===== src/hdl/vpsa_pkg.sv =====
package vpsa_pkg;

  localparam int PRESSURE_W  = 16;
  localparam int SWING_W     = PRESSURE_W + 1;
  localparam int DELAY_W     = 16;
  localparam int THRESH_W    = 10;
  localparam int CFG_INDEX_W = 8;
  localparam int CFG_DATA_W  = 16;

  localparam logic [1:0] PH_OTHER     = 2'd0;
  localparam logic [1:0] PH_INSP_CTRL = 2'd1;
  localparam logic [1:0] PH_INSP_TRIG = 2'd2;
  localparam logic [1:0] PH_EXHALE    = 2'd3;

  localparam logic [1:0] STATUS_IDLE      = 2'd0;
  localparam logic [1:0] STATUS_DETECTED  = 2'd1;
  localparam logic [1:0] STATUS_ACTIVE    = 2'd2;
  localparam logic [1:0] STATUS_DISPLAYED = 2'd3;

  localparam logic [CFG_INDEX_W-1:0] CFG_ALARM_DELAY     = 8'd0;
  localparam logic [CFG_INDEX_W-1:0] CFG_SWING_THRESHOLD = 8'd1;

  localparam logic [DELAY_W-1:0]           DELAY_RESET     = 16'd0;
  localparam logic [THRESH_W-1:0]          THRESHOLD_RESET = 10'd10;
  localparam logic signed [PRESSURE_W-1:0] TROUGH_SEED     = 16'sd400;

  typedef enum logic [3:0] {
    ALM_IDLE    = 4'b0001,
    ALM_PENDING = 4'b0010,
    ALM_ACTIVE  = 4'b0100,
    ALM_SHOWN   = 4'b1000
  } vpsa_alarm_t;

  typedef struct packed {
    logic [PRESSURE_W-1:0] pressure;
    logic [1:0]            breath_phase;
    logic                  valve_present;
    logic                  hmi_displayed;
  } vpsa_in_t;

  typedef struct packed {
    logic [1:0] alarm_status;
    logic       start_event;
    logic       end_event;
    logic       priority_flag;
  } vpsa_out_t;

  typedef struct packed {
    logic [DELAY_W-1:0]  alarm_delay;
    logic [THRESH_W-1:0] swing_threshold;
  } vpsa_cfg_t;

  typedef struct packed {
    logic [PRESSURE_W-1:0] peak;
    logic [PRESSURE_W-1:0] trough;
    logic [1:0]            prev_phase;
    vpsa_alarm_t           alarm;
    logic [DELAY_W-1:0]    countdown;
    logic                  priority_bit;
  } vpsa_state_t;

endpackage


===== src/hdl/vpsa_cfg.sv =====
module vpsa_cfg (
  input  logic                                clk,
  input  logic                                rst,
  input  logic                                wr_en,
  input  logic [vpsa_pkg::CFG_INDEX_W-1:0]    wr_index,
  input  logic [vpsa_pkg::CFG_DATA_W-1:0]     wr_data,
  output vpsa_pkg::vpsa_cfg_t                 cfg
);

  always_ff @(posedge clk) begin
    if (rst) begin
      cfg.alarm_delay     <= vpsa_pkg::DELAY_RESET;
      cfg.swing_threshold <= vpsa_pkg::THRESHOLD_RESET;
    end else if (wr_en) begin
      case (wr_index)
        vpsa_pkg::CFG_ALARM_DELAY: begin
          cfg.alarm_delay <= wr_data[vpsa_pkg::DELAY_W-1:0];
        end
        vpsa_pkg::CFG_SWING_THRESHOLD: begin
          cfg.swing_threshold <= wr_data[vpsa_pkg::THRESH_W-1:0];
        end
        default: begin
        end
      endcase
    end
  end

endmodule


===== src/hdl/vpsa_step.sv =====
module vpsa_step (
  input  vpsa_pkg::vpsa_state_t state,
  input  vpsa_pkg::vpsa_in_t    sample,
  input  vpsa_pkg::vpsa_cfg_t   cfg,
  output vpsa_pkg::vpsa_state_t state_next,
  output vpsa_pkg::vpsa_out_t   result
);

  logic signed [vpsa_pkg::PRESSURE_W-1:0] p;
  logic signed [vpsa_pkg::PRESSURE_W-1:0] peak_old;
  logic signed [vpsa_pkg::PRESSURE_W-1:0] trough_old;
  logic signed [vpsa_pkg::PRESSURE_W-1:0] peak_upd;
  logic signed [vpsa_pkg::PRESSURE_W-1:0] trough_min;
  logic signed [vpsa_pkg::PRESSURE_W-1:0] trough_upd;
  logic signed [vpsa_pkg::SWING_W-1:0]    swing;
  logic signed [vpsa_pkg::SWING_W-1:0]    thr;
  logic                                   in_exh;
  logic                                   was_exh;
  logic                                   in_insp;
  logic                                   low_swing;
  logic                                   high_swing;
  logic [vpsa_pkg::DELAY_W-1:0]           cd_dec;
  vpsa_pkg::vpsa_alarm_t                  alarm_ack;
  vpsa_pkg::vpsa_alarm_t                  alarm_new;
  logic [vpsa_pkg::DELAY_W-1:0]           cd_new;
  logic                                   prio_new;
  logic                                   start_ev;
  logic                                   end_ev;
  logic [1:0]                             status_code;

  assign p          = $signed(sample.pressure);
  assign peak_old   = $signed(state.peak);
  assign trough_old = $signed(state.trough);
  assign in_exh     = (sample.breath_phase == vpsa_pkg::PH_EXHALE);
  assign was_exh    = (state.prev_phase == vpsa_pkg::PH_EXHALE);
  assign in_insp    = (sample.breath_phase == vpsa_pkg::PH_INSP_CTRL) ||
                      (sample.breath_phase == vpsa_pkg::PH_INSP_TRIG);

  assign cd_dec = (state.countdown != '0) ? state.countdown - 1'b1 : state.countdown;
  assign alarm_ack = (state.alarm == vpsa_pkg::ALM_ACTIVE && sample.hmi_displayed) ?
                     vpsa_pkg::ALM_SHOWN : state.alarm;

  assign peak_upd   = (in_insp && (p > peak_old)) ? p : peak_old;
  assign trough_min = (p < trough_old) ? p : trough_old;
  assign trough_upd = !in_exh ? trough_old :
                      (trough_min < 0) ? '0 : trough_min;

  assign swing      = {peak_upd[vpsa_pkg::PRESSURE_W-1], peak_upd} -
                      {trough_upd[vpsa_pkg::PRESSURE_W-1], trough_upd};
  assign thr        = $signed({{(vpsa_pkg::SWING_W - vpsa_pkg::THRESH_W){1'b0}},
                               cfg.swing_threshold});
  assign low_swing  = (swing < thr);
  assign high_swing = (swing > thr);

  always_comb begin
    alarm_new = alarm_ack;
    cd_new    = cd_dec;
    prio_new  = state.priority_bit;
    start_ev  = 1'b0;
    end_ev    = 1'b0;
    case (alarm_ack)
      vpsa_pkg::ALM_IDLE: begin
        if (!in_exh && was_exh && sample.valve_present && low_swing) begin
          alarm_new = vpsa_pkg::ALM_PENDING;
          cd_new    = cfg.alarm_delay;
        end
      end
      vpsa_pkg::ALM_PENDING: begin
        if (high_swing) begin
          alarm_new = vpsa_pkg::ALM_IDLE;
        end else if (cd_dec == '0) begin
          alarm_new = vpsa_pkg::ALM_ACTIVE;
          start_ev  = 1'b1;
          prio_new  = 1'b1;
        end
      end
      vpsa_pkg::ALM_SHOWN: begin
        if (high_swing) begin
          alarm_new = vpsa_pkg::ALM_IDLE;
          prio_new  = 1'b0;
          end_ev    = 1'b1;
        end
      end
      default: begin
      end
    endcase
  end

  always_comb begin
    case (alarm_new)
      vpsa_pkg::ALM_IDLE:    status_code = vpsa_pkg::STATUS_IDLE;
      vpsa_pkg::ALM_PENDING: status_code = vpsa_pkg::STATUS_DETECTED;
      vpsa_pkg::ALM_ACTIVE:  status_code = vpsa_pkg::STATUS_ACTIVE;
      vpsa_pkg::ALM_SHOWN:   status_code = vpsa_pkg::STATUS_DISPLAYED;
      default:               status_code = vpsa_pkg::STATUS_IDLE;
    endcase
  end

  // reseed at phase edges, after evaluation
  assign state_next.peak         = (!in_exh && was_exh) ? trough_upd : peak_upd;
  assign state_next.trough       = (in_exh && !was_exh) ? peak_upd : trough_upd;
  assign state_next.prev_phase   = sample.breath_phase;
  assign state_next.alarm        = alarm_new;
  assign state_next.countdown    = cd_new;
  assign state_next.priority_bit = prio_new;

  assign result.alarm_status  = status_code;
  assign result.start_event   = start_ev;
  assign result.end_event     = end_ev;
  assign result.priority_flag = prio_new;

endmodule


===== src/hdl/valve_pressure_swing_alarm.sv =====
// Valve pressure swing alarm. Takes one sample word per clock and returns one status
// word per sample, in order. A sample is captured in an input register, and once the
// output register can take a word a single pass of compare/update logic advances the
// alarm state and loads the result register, from which the status word is offered; a
// new sample can be taken every cycle while the output is not stalled, so the sustained
// rate is one word per clock. Both sides stall cleanly on back-pressure.
// Configuration (index 0 alarm delay, index 1 swing threshold) is always accepted;
// other indexes are ignored.
module valve_pressure_swing_alarm (
  input  logic                             clk,
  input  logic                             rst,
  input  logic                             sample_valid,
  output logic                             sample_ready,
  input  vpsa_pkg::vpsa_in_t               sample,
  output logic                             status_valid,
  input  logic                             status_ready,
  output vpsa_pkg::vpsa_out_t              status,
  input  logic                             cfg_valid,
  output logic                             cfg_ready,
  input  logic [vpsa_pkg::CFG_INDEX_W-1:0] cfg_index,
  input  logic [vpsa_pkg::CFG_DATA_W-1:0]  cfg_data
);

  vpsa_pkg::vpsa_cfg_t   cfg;
  vpsa_pkg::vpsa_state_t state;
  vpsa_pkg::vpsa_state_t state_next;
  vpsa_pkg::vpsa_out_t   result;
  vpsa_pkg::vpsa_in_t    hold;
  logic                  hold_valid;
  logic                  advance;

  assign cfg_ready    = 1'b1;
  assign advance      = hold_valid && (!status_valid || status_ready);
  assign sample_ready = !hold_valid || advance;

  vpsa_cfg u_cfg (
    .clk      (clk),
    .rst      (rst),
    .wr_en    (cfg_valid),
    .wr_index (cfg_index),
    .wr_data  (cfg_data),
    .cfg      (cfg)
  );

  vpsa_step u_step (
    .state      (state),
    .sample     (hold),
    .cfg        (cfg),
    .state_next (state_next),
    .result     (result)
  );

  always_ff @(posedge clk) begin
    if (rst) begin
      hold_valid <= 1'b0;
    end else if (sample_ready) begin
      hold_valid <= sample_valid;
    end
  end

  always_ff @(posedge clk) begin
    if (sample_ready && sample_valid) begin
      hold <= sample;
    end
  end

  always_ff @(posedge clk) begin
    if (rst) begin
      state.peak         <= '0;
      state.trough       <= vpsa_pkg::TROUGH_SEED;
      state.prev_phase   <= vpsa_pkg::PH_OTHER;
      state.alarm        <= vpsa_pkg::ALM_IDLE;
      state.countdown    <= '0;
      state.priority_bit <= 1'b0;
    end else if (advance) begin
      state <= state_next;
    end
  end

  always_ff @(posedge clk) begin
    if (rst) begin
      status_valid <= 1'b0;
    end else if (advance) begin
      status_valid <= 1'b1;
    end else if (status_ready) begin
      status_valid <= 1'b0;
    end
  end

  always_ff @(posedge clk) begin
    if (advance) begin
      status <= result;
    end
  end

endmodule


===== config.mk =====
export PLATFORM = sky130hd
export DESIGN_NAME = valve_pressure_swing_alarm
export DESIGN_NICKNAME = d
export VERILOG_FILES = /design/src/hdl/vpsa_pkg.sv /design/src/hdl/vpsa_cfg.sv /design/src/hdl/vpsa_step.sv /design/src/hdl/valve_pressure_swing_alarm.sv
export SDC_FILE = /design/constraint.sdc
export NUM_CORES = 1
export LEC_CHECK = 0
export BUFFER_PORTS_ARGS = -buffer_cell sky130_fd_sc_hd__buf_2
export CORE_AREA = 8 8 155 99
export CTS_CLUSTER_DIAMETER = 120
export DETAILED_ROUTE_END_ITERATION = 16
export DIE_AREA = 0 0 163 107
export GPL_TIMING_DRIVEN = 0
export PLACE_DENSITY_LB_ADDON = 0.1
export SYNTH_ARGS = -nofsm -noshare
export SYNTH_HDL_FRONTEND = slang
export SYNTH_SLANG_ARGS = --single-unit

===== constraint.sdc =====
create_clock -name clk -period 15 [get_ports clk]
set_input_delay 2.25 -clock clk [delete_from_list [all_inputs] [get_ports clk]]
set_output_delay 2.25 -clock clk [all_outputs]
set_load 0.02 [all_outputs]

==> results of run 1 <==
[per-layer routing]
metal	vias up	part of all wire, %	track usage, %	wire length [um]
met2	338	38	32.63	8112
met3	16	11	6.774	2459
met4	0	0.70	4.759	151
li1	3062	-	-	-
met1	3114	50	38.17	10700
met5	-	0	0	0
[cell type report]
cell class,instances,share of cell area (%)
flip-flops and latches,108,31.06
clock buffers,9,2.899
repair buffers,55,3.544
plain buffers,39,1.933
multi-input cells,574,53.75
clock inverters,7,0.9987
well taps,175,2.819
inverters,62,2.996
[worst max-delay path by stage]
| stage | end | slack (ns) | cells past startpoint |
|---|---|---|---|
| global placement | status[4] | 7.18 | 25 |
| finish | status[4] | 7.02 | 25 |
| global route | status[4] | 6.55 | 25 |
| CTS | status[3] | 7.09 | 25 |
| floorplan | status[4] | 8.67 | 26 |
| detailed placement | status[3] | 7.14 | 25 |
[flip-flops by register name, indices dropped and copies added (netlist names)]
signal / cells
hold_valid: 1
u_cfg.cfg: 26
status_valid: 1
status: 5
hold: 20
state: 55
[worst max-delay path, delay by kind of cell (launching register included)]
family | cells | cell delay [ns]
compound gates | 12 | 3.20
simple gates | 4 | 1.29
xor+xnor | 1 | 0.19
buf+inv | 3 | 1.05
fa+ha+maj | 4 | 1.24
mux | 1 | 0.34
flops | 1 | 0.50
[logic make-up after synthesis]
kind of cell	after synthesis	synth area share, %
flops	108	34.61
fa+ha+maj	60	10.88
simple gates	222	15.96
xor+xnor	10	1.257
buf+inv	101	5.493
mux	49	7.324
other cells	1	0.05380
compound gates	232	24.43
[cells in the final DEF (no fill, tap or decap), drive strengths merged, types with 9 or more instances in the layout]
cell type and instances:
dfxtp 83, nor2 74, inv 66, ha 59
buf 58, a21oi 51, clkbuf 45, nand2 39
o21ai 38, mux2i 33, edfxtp 25, a21o 19
nor2b 18, nor3 18, mux2 16, a22oi 16
a222oi 15, nand3 13, a221o 12, nand4 10
or3 10, a221oi 10, nand2b 9
[power breakdown]
group / leakage [nW] / internal (mW) / switching (mW) / total (mW)
clock network: 0.150 / 0.119 / 0.127 / 0.246
registers: 0.915 / 0.322 / 0.0277 / 0.350
logic: 1.98 / 0.233 / 0.369 / 0.602
total: 3.04 / 0.674 / 0.524 / 1.20
[per-stage QoR]
stage	utilization (%)	instance area (um2)	cells
6_report	59.16	7767	1029
5_1_grt	59.16	7767	1029
4_1_cts	59.16	7767	1029
3_5_place_dp	56.85	7465	1013
3_3_place_gp	56.85	7465	1013
2_1_floorplan	-	6970	783
==> key figures, run 1 <==
Global routing
  – Vias in the first global route: 6185
  – Overflow after GRT: 0
  – Initial antenna violation count: 0
  – Largest net degree at the start of global routing: 22
  – First-pass GRT wire length: 33.95 mm
  – GRT Resource Usage Total: 24.62%

Worst setup path
  – Largest stage delay, worst path: 0.63 ns
  – FF-to-FF End: status[4]
  – Register-to-Register Path Depth: 25
  – Worst Path Arrival: 8.17 ns
  – Critical Path Sink Type: flop
  – CP Launch Type: flop
  – Critical Path Source: hold[15]
  – Slowest library cell on the worst path: buf_1
  – CP dominant cell by count: ha_1
  – Maximum fanout along the worst path: 10
  – Worst setup path class: reg2reg
  – Worst R2R Start: hold[15]
  – CP Data Required Time: 15.19 ns
  – R2R Setup Slk: about 7.0 ns

Synthesis
  – Cells after Synth: just under 800
  – Net Count, Synth: ~890
  – Seq/Total Area, Yosys: 34.61%
  – Post-synth cell types: 68
  – Ranking of synthesized cells by area: dfxtp_1, edfxtp_1, ha_1
  – Synth Flop Type: dfxtp_1
  – Post-Syn Area: around 7000 um2
  – Leading area contributor after synthesis: dfxtp_1
  – Async SR Flop Fraction: 0%
  – Yosys top cell area share: between 20% and 30%
  – YS warnings: 0
  – Syn avg cell area: 8.902 um2
  – Post-synth EDFFs: 25
  – Synth top cells by count: dfxtp_1, nor2_1, inv_1
  – Most numerous cell in the Yosys netlist: dfxtp_1
  – Yosys reg bits: 108

Clock network
  – Htree depth: 3
  – Root Driver: clkbuf_16
  – Post-CTS setup buffer count: 0
  – Post-CTS Resized: 0
  – Clk Latency, worst-skew pair: 0.36 ns
  – Clk buf depth: 2
  – Hold_buf cts: 0
  – Clock Sink Count: 108
  – CTS tree: done
  – Total CTS buffers: 9
  – Register clock-pin slew on the reported worst setup and hold paths: 0.09 ns

Run
  – Number of max-cap violations: 0

Run status
  – Status: completed

Min path
  – Hold crit path type: reg2reg
  – Hold_sp: u_cfg.cfg[3]
  – Hold EP: u_cfg.cfg[3]
  – Hold path depth: 1

Floorplan
  – DIE WIDTH: 163 um
  – Die height: 107 um
  – Initial Util: 53.09%
  – Die area: 17440 um2
  – Site row count: 33
  – Core area: 13130 um2
  – Io pins: 57

Detailed routing
  – Via count: approximately 6.5k
  – Initial DRC count: 590
  – DRC errors left: 0
  – Antenna-violating nets left: 0
  – Via density: 6.346
  – WL final: 21.43 mm
  – Detailed Routing Iterations Pass 1: 9
  – WL/cell: approximately 21 um

Timing
  – Slew HR: 23.58%
  – Setup violators final: 0
  – Fmax: 125.2 MHz
  – Worst slew pin tran: between 1 and 1.5 ns
  – Clock skew: 0.01748 ns
  – Hold WS: 0.4774 ns
  – Max-slew violation count: 0
  – Fin crit share: between 50 and 60%
  – Setup TNS: 0 ns
  – RSZ-0062 raised after global routing: no
  – Clock period minus worst slack: 7.985 ns
  – Setup ws final: around 7 ns
  – Final Hold Viols: 0

Place
  – Post-DP HPWL: 16.61 mm
  – PortBufs: 55
  – Dpl ws: between 7 and 8 ns
  – Gp weighted congestion: 0.9736

Layout
  – Inserted Diodes: 0
  – Area grow syn2layout: 11.43%
  – Fill cells: 1170
  – Register Area: around 2400 um2
  – Share of layout cells above drive strength 1: 11.94%
  – Footprint of the multi-input gates: 4175 um2
  – Layout Nets: 958

Power and ir drop
  – Cell Pwr Density: 154.2 nW/um2
  – LEAKAGE: just over 3 nW
  – Design Power: 1.198 mW
  – Max rail drop VDD: about 0.00013 V
Note: power is estimated with default switching activity, not from simulation.
==> inputs of run 2 (changes only) <==
==> constraint.sdc (replaced) <==
create_clock -name clk -period 7.9 [get_ports clk]
set_input_delay 1.185 -clock clk [delete_from_list [all_inputs] [get_ports clk]]
set_output_delay 1.185 -clock clk [all_outputs]
set_load 0.02 [all_outputs]
==> run 2 against run 1 <==
Against the previous run:
- first-iteration DRC count up 2.4%
- maximum frequency up 6.3%
- core utilization up 0.17 points
- power up 90%
- worst setup slack worse by 6.6 ns
- non-clock buffer count up 1
- sequential share of layout area down 0.090 points
- sequential power up 90%
- register-to-register slack worse by 6.6 ns
- sequential cell count unchanged
- via count down 0.15%
- highest routed layer unchanged
==> key figures, run 2 (synthesis gave the netlist of run 1 again) <==
Run status
  – Status: completed

Worst setup path
  – Delay-heaviest family, CP: compound AO/OA/AOI/OAI gates
  – CP Data Required Time: approximately 8 ns
  – R2R Setup Slk: 0.39 ns
  – Worst Path Arrival: 7.58 ns
  – Worst R2R Start: hold[14]
  – Critical Path Sink Type: flop
  – Worst setup path class: reg2reg
  – Largest stage delay, worst path: 0.60 ns
  – Slowest library cell on the worst path: or4_4
  – FF-to-FF End: status[3]
  – Maximum fanout along the worst path: 10
  – Buffers & Inverters on Critical Path: 4
  – WP depth: 26
  – CP Launch Type: flop
  – CP dominant cell by count: ha_1
  – Register-to-Register Path Depth: 26

Clock network
  – Clk Latency, worst-skew pair: ~0.36 ns
  – Total CTS buffers: 9
  – Register clock-pin slew on the reported worst setup and hold paths: about 0.090 ns
  – Clock Sink Count: roughly 110
  – Htree depth: 3
  – Clk buf depth: 2
  – Hold_buf cts: 0
  – CTS tree: done
  – Root Driver: clkbuf_16

Timing
  – Clock skew: 0.01684 ns
  – Fin crit share: 95.09%
  – Max-slew violation count: 0
  – RSZ-0062 raised after global routing: yes
  – Setup TNS: 0 ns
  – Setup violators final: 0
  – Final Hold Viols: 0
  – Worst slew pin tran: 1.174 ns
  – Hold WS: 0.4764 ns
  – Slew HR: between 20% and 30%
  – Fmax: 133.1 MHz
  – Clock period minus worst slack: 7.512 ns

Floorplan
  – Die height: 107 um
  – Die area: 17440 um2
  – Initial Util: 53.09%
  – Site row count: 33
  – DIE WIDTH: 163 um
  – Io pins: 57
  – Core area: 13130 um2

Detailed routing
  – WL/cell: between 20 and 25 um
  – Via count: 6520
  – WL final: 21.56 mm
  – DRC errors left: 0
  – Detailed Routing Iterations Pass 1: 5
  – Initial DRC count: 604
  – Via density: 6.330
  – Antenna-violating nets left: 0

Place
  – PortBufs: 55
  – Area after DPL: 7465 um2
  – Gp weighted congestion: 0.9736
  – Post-DP HPWL: 16.61 mm

Layout
  – Reg with most FFs: state
  – Area grow syn2layout: 11.76%
  – Fill cells: 1165
  – Largest regs: state (55), u_cfg.cfg (26), hold (20)
  – Final Instance Area: 7790 um2
  – Inserted Diodes: 0
  – Most frequent cells in the layout: dfxtp_1, nor2_1, inv_1
  – Max reg flops: 55
  – Share of layout cells above drive strength 1: about 12%
  – Most common cell after layout, fill and taps aside: dfxtp_1
  – Layout Nets: 959

Power and ir drop
  – Logic pwr share: 50.3%
  – Switching part of the total power: 43.81%
  – Power Internal: 1.281 mW
  – Cell Pwr Density: 292.6 nW/um2
  – Clk pwr share: 20.5%
  – LEAKAGE: 3.050 nW
  – Sequential share of power: 29.2%
  – Sw Pwr: 0.9984 mW
  – Max rail drop VDD: ~0.00025 V

Min path
  – Hold_sp: u_cfg.cfg[3]
  – Hold EP: u_cfg.cfg[3]
  – Hold crit path type: reg2reg
  – Hold path depth: 1

Global routing
  – Overflow after GRT: 0
  – First-pass GRT wire length: 33.95 mm
  – Largest net degree at the start of global routing: 22
  – Initial antenna violation count: 0
  – GRT Resource Usage Total: between 20% and 30%
  – Vias in the first global route: about 6.2k

Run
  – Number of max-cap violations: 0
## run 2: cell count changes in the layout (fill, tap and decap cells not counted), sizes merged
cell,delta
clkbuf,-1
buf,+2
## run 2: through the flow
stage	std cells	setup WS (ns)	total power [mW]	util [%]
floorplan	783	1.566	1.509	-
detailed placement	1013	0.03709	1.778	56.85
global placement	1013	0.07799	1.758	56.85
CTS	1029	0.1252	2.242	59.17
global route	1030	-0.01745	2.410	59.33
finish	1030	0.3880	2.279	59.33
## run 2: timing repair
item                       in CTS  in global routing
hold endpoints to repair        0                  0
setup endpoints to repair       2                 23
setup buffers                   0                  1
resized for setup               1                  3
pin swaps                       0                  1
## run 2: power groups by stage
stage	Combinational, mW	Sequential, mW	Clock [mW]
3_3_place_gp	1.09	0.672	0
6_report	1.15	0.665	0.467
2_1_floorplan	0.850	0.659	0
5_1_grt	1.25	0.670	0.490
3_5_place_dp	1.10	0.675	0
4_1_cts	1.11	0.662	0.470
## run 2: worst register-to-register path: cells and delay by family (launching register included)
kind	cells	cell delay, ns
XOR/XNOR	1	0.20
flip-flops	1	0.49
adder cells (fa/ha/maj)	4	1.25
AO/OA/AOI/OAI	12	2.65
multiplexers	1	0.31
AND/OR/NAND/NOR	4	1.29
buffers and inverters	4	1.03
## run 2: routing by layer
layer / track usage [%] / vias up / share of wire, %
met4: 4.759 / 0 / 0.59
met2: 32.63 / 352 / 38
met5: 0 / - / 0
met3: 6.774 / 9 / 12
met1: 38.17 / 3100 / 50
li1: - / 3059 / -
## run 2: worst max-delay path by stage
stage,from,to
after floorplan,hold[15],status[4]
after global placement,hold[12],status[4]
after detailed placement,hold[15],status[3]
after CTS,hold[5],status[3]
after global routing,hold[14],state[11]
final,hold[14],status[3]
## run 2: area by class of cell
class                   count  area (um2)  area share [%]
multi-input cells         574        4189           53.77
flip-flops and latches    108        2412           30.97
repair buffers             56       282.8           3.630
inverters                  62       232.7           2.987
clock buffers               9       225.2           2.891
well taps                 175       219.0           2.811
plain buffers              39       151.4           1.943
clock inverters             7       77.57          0.9958
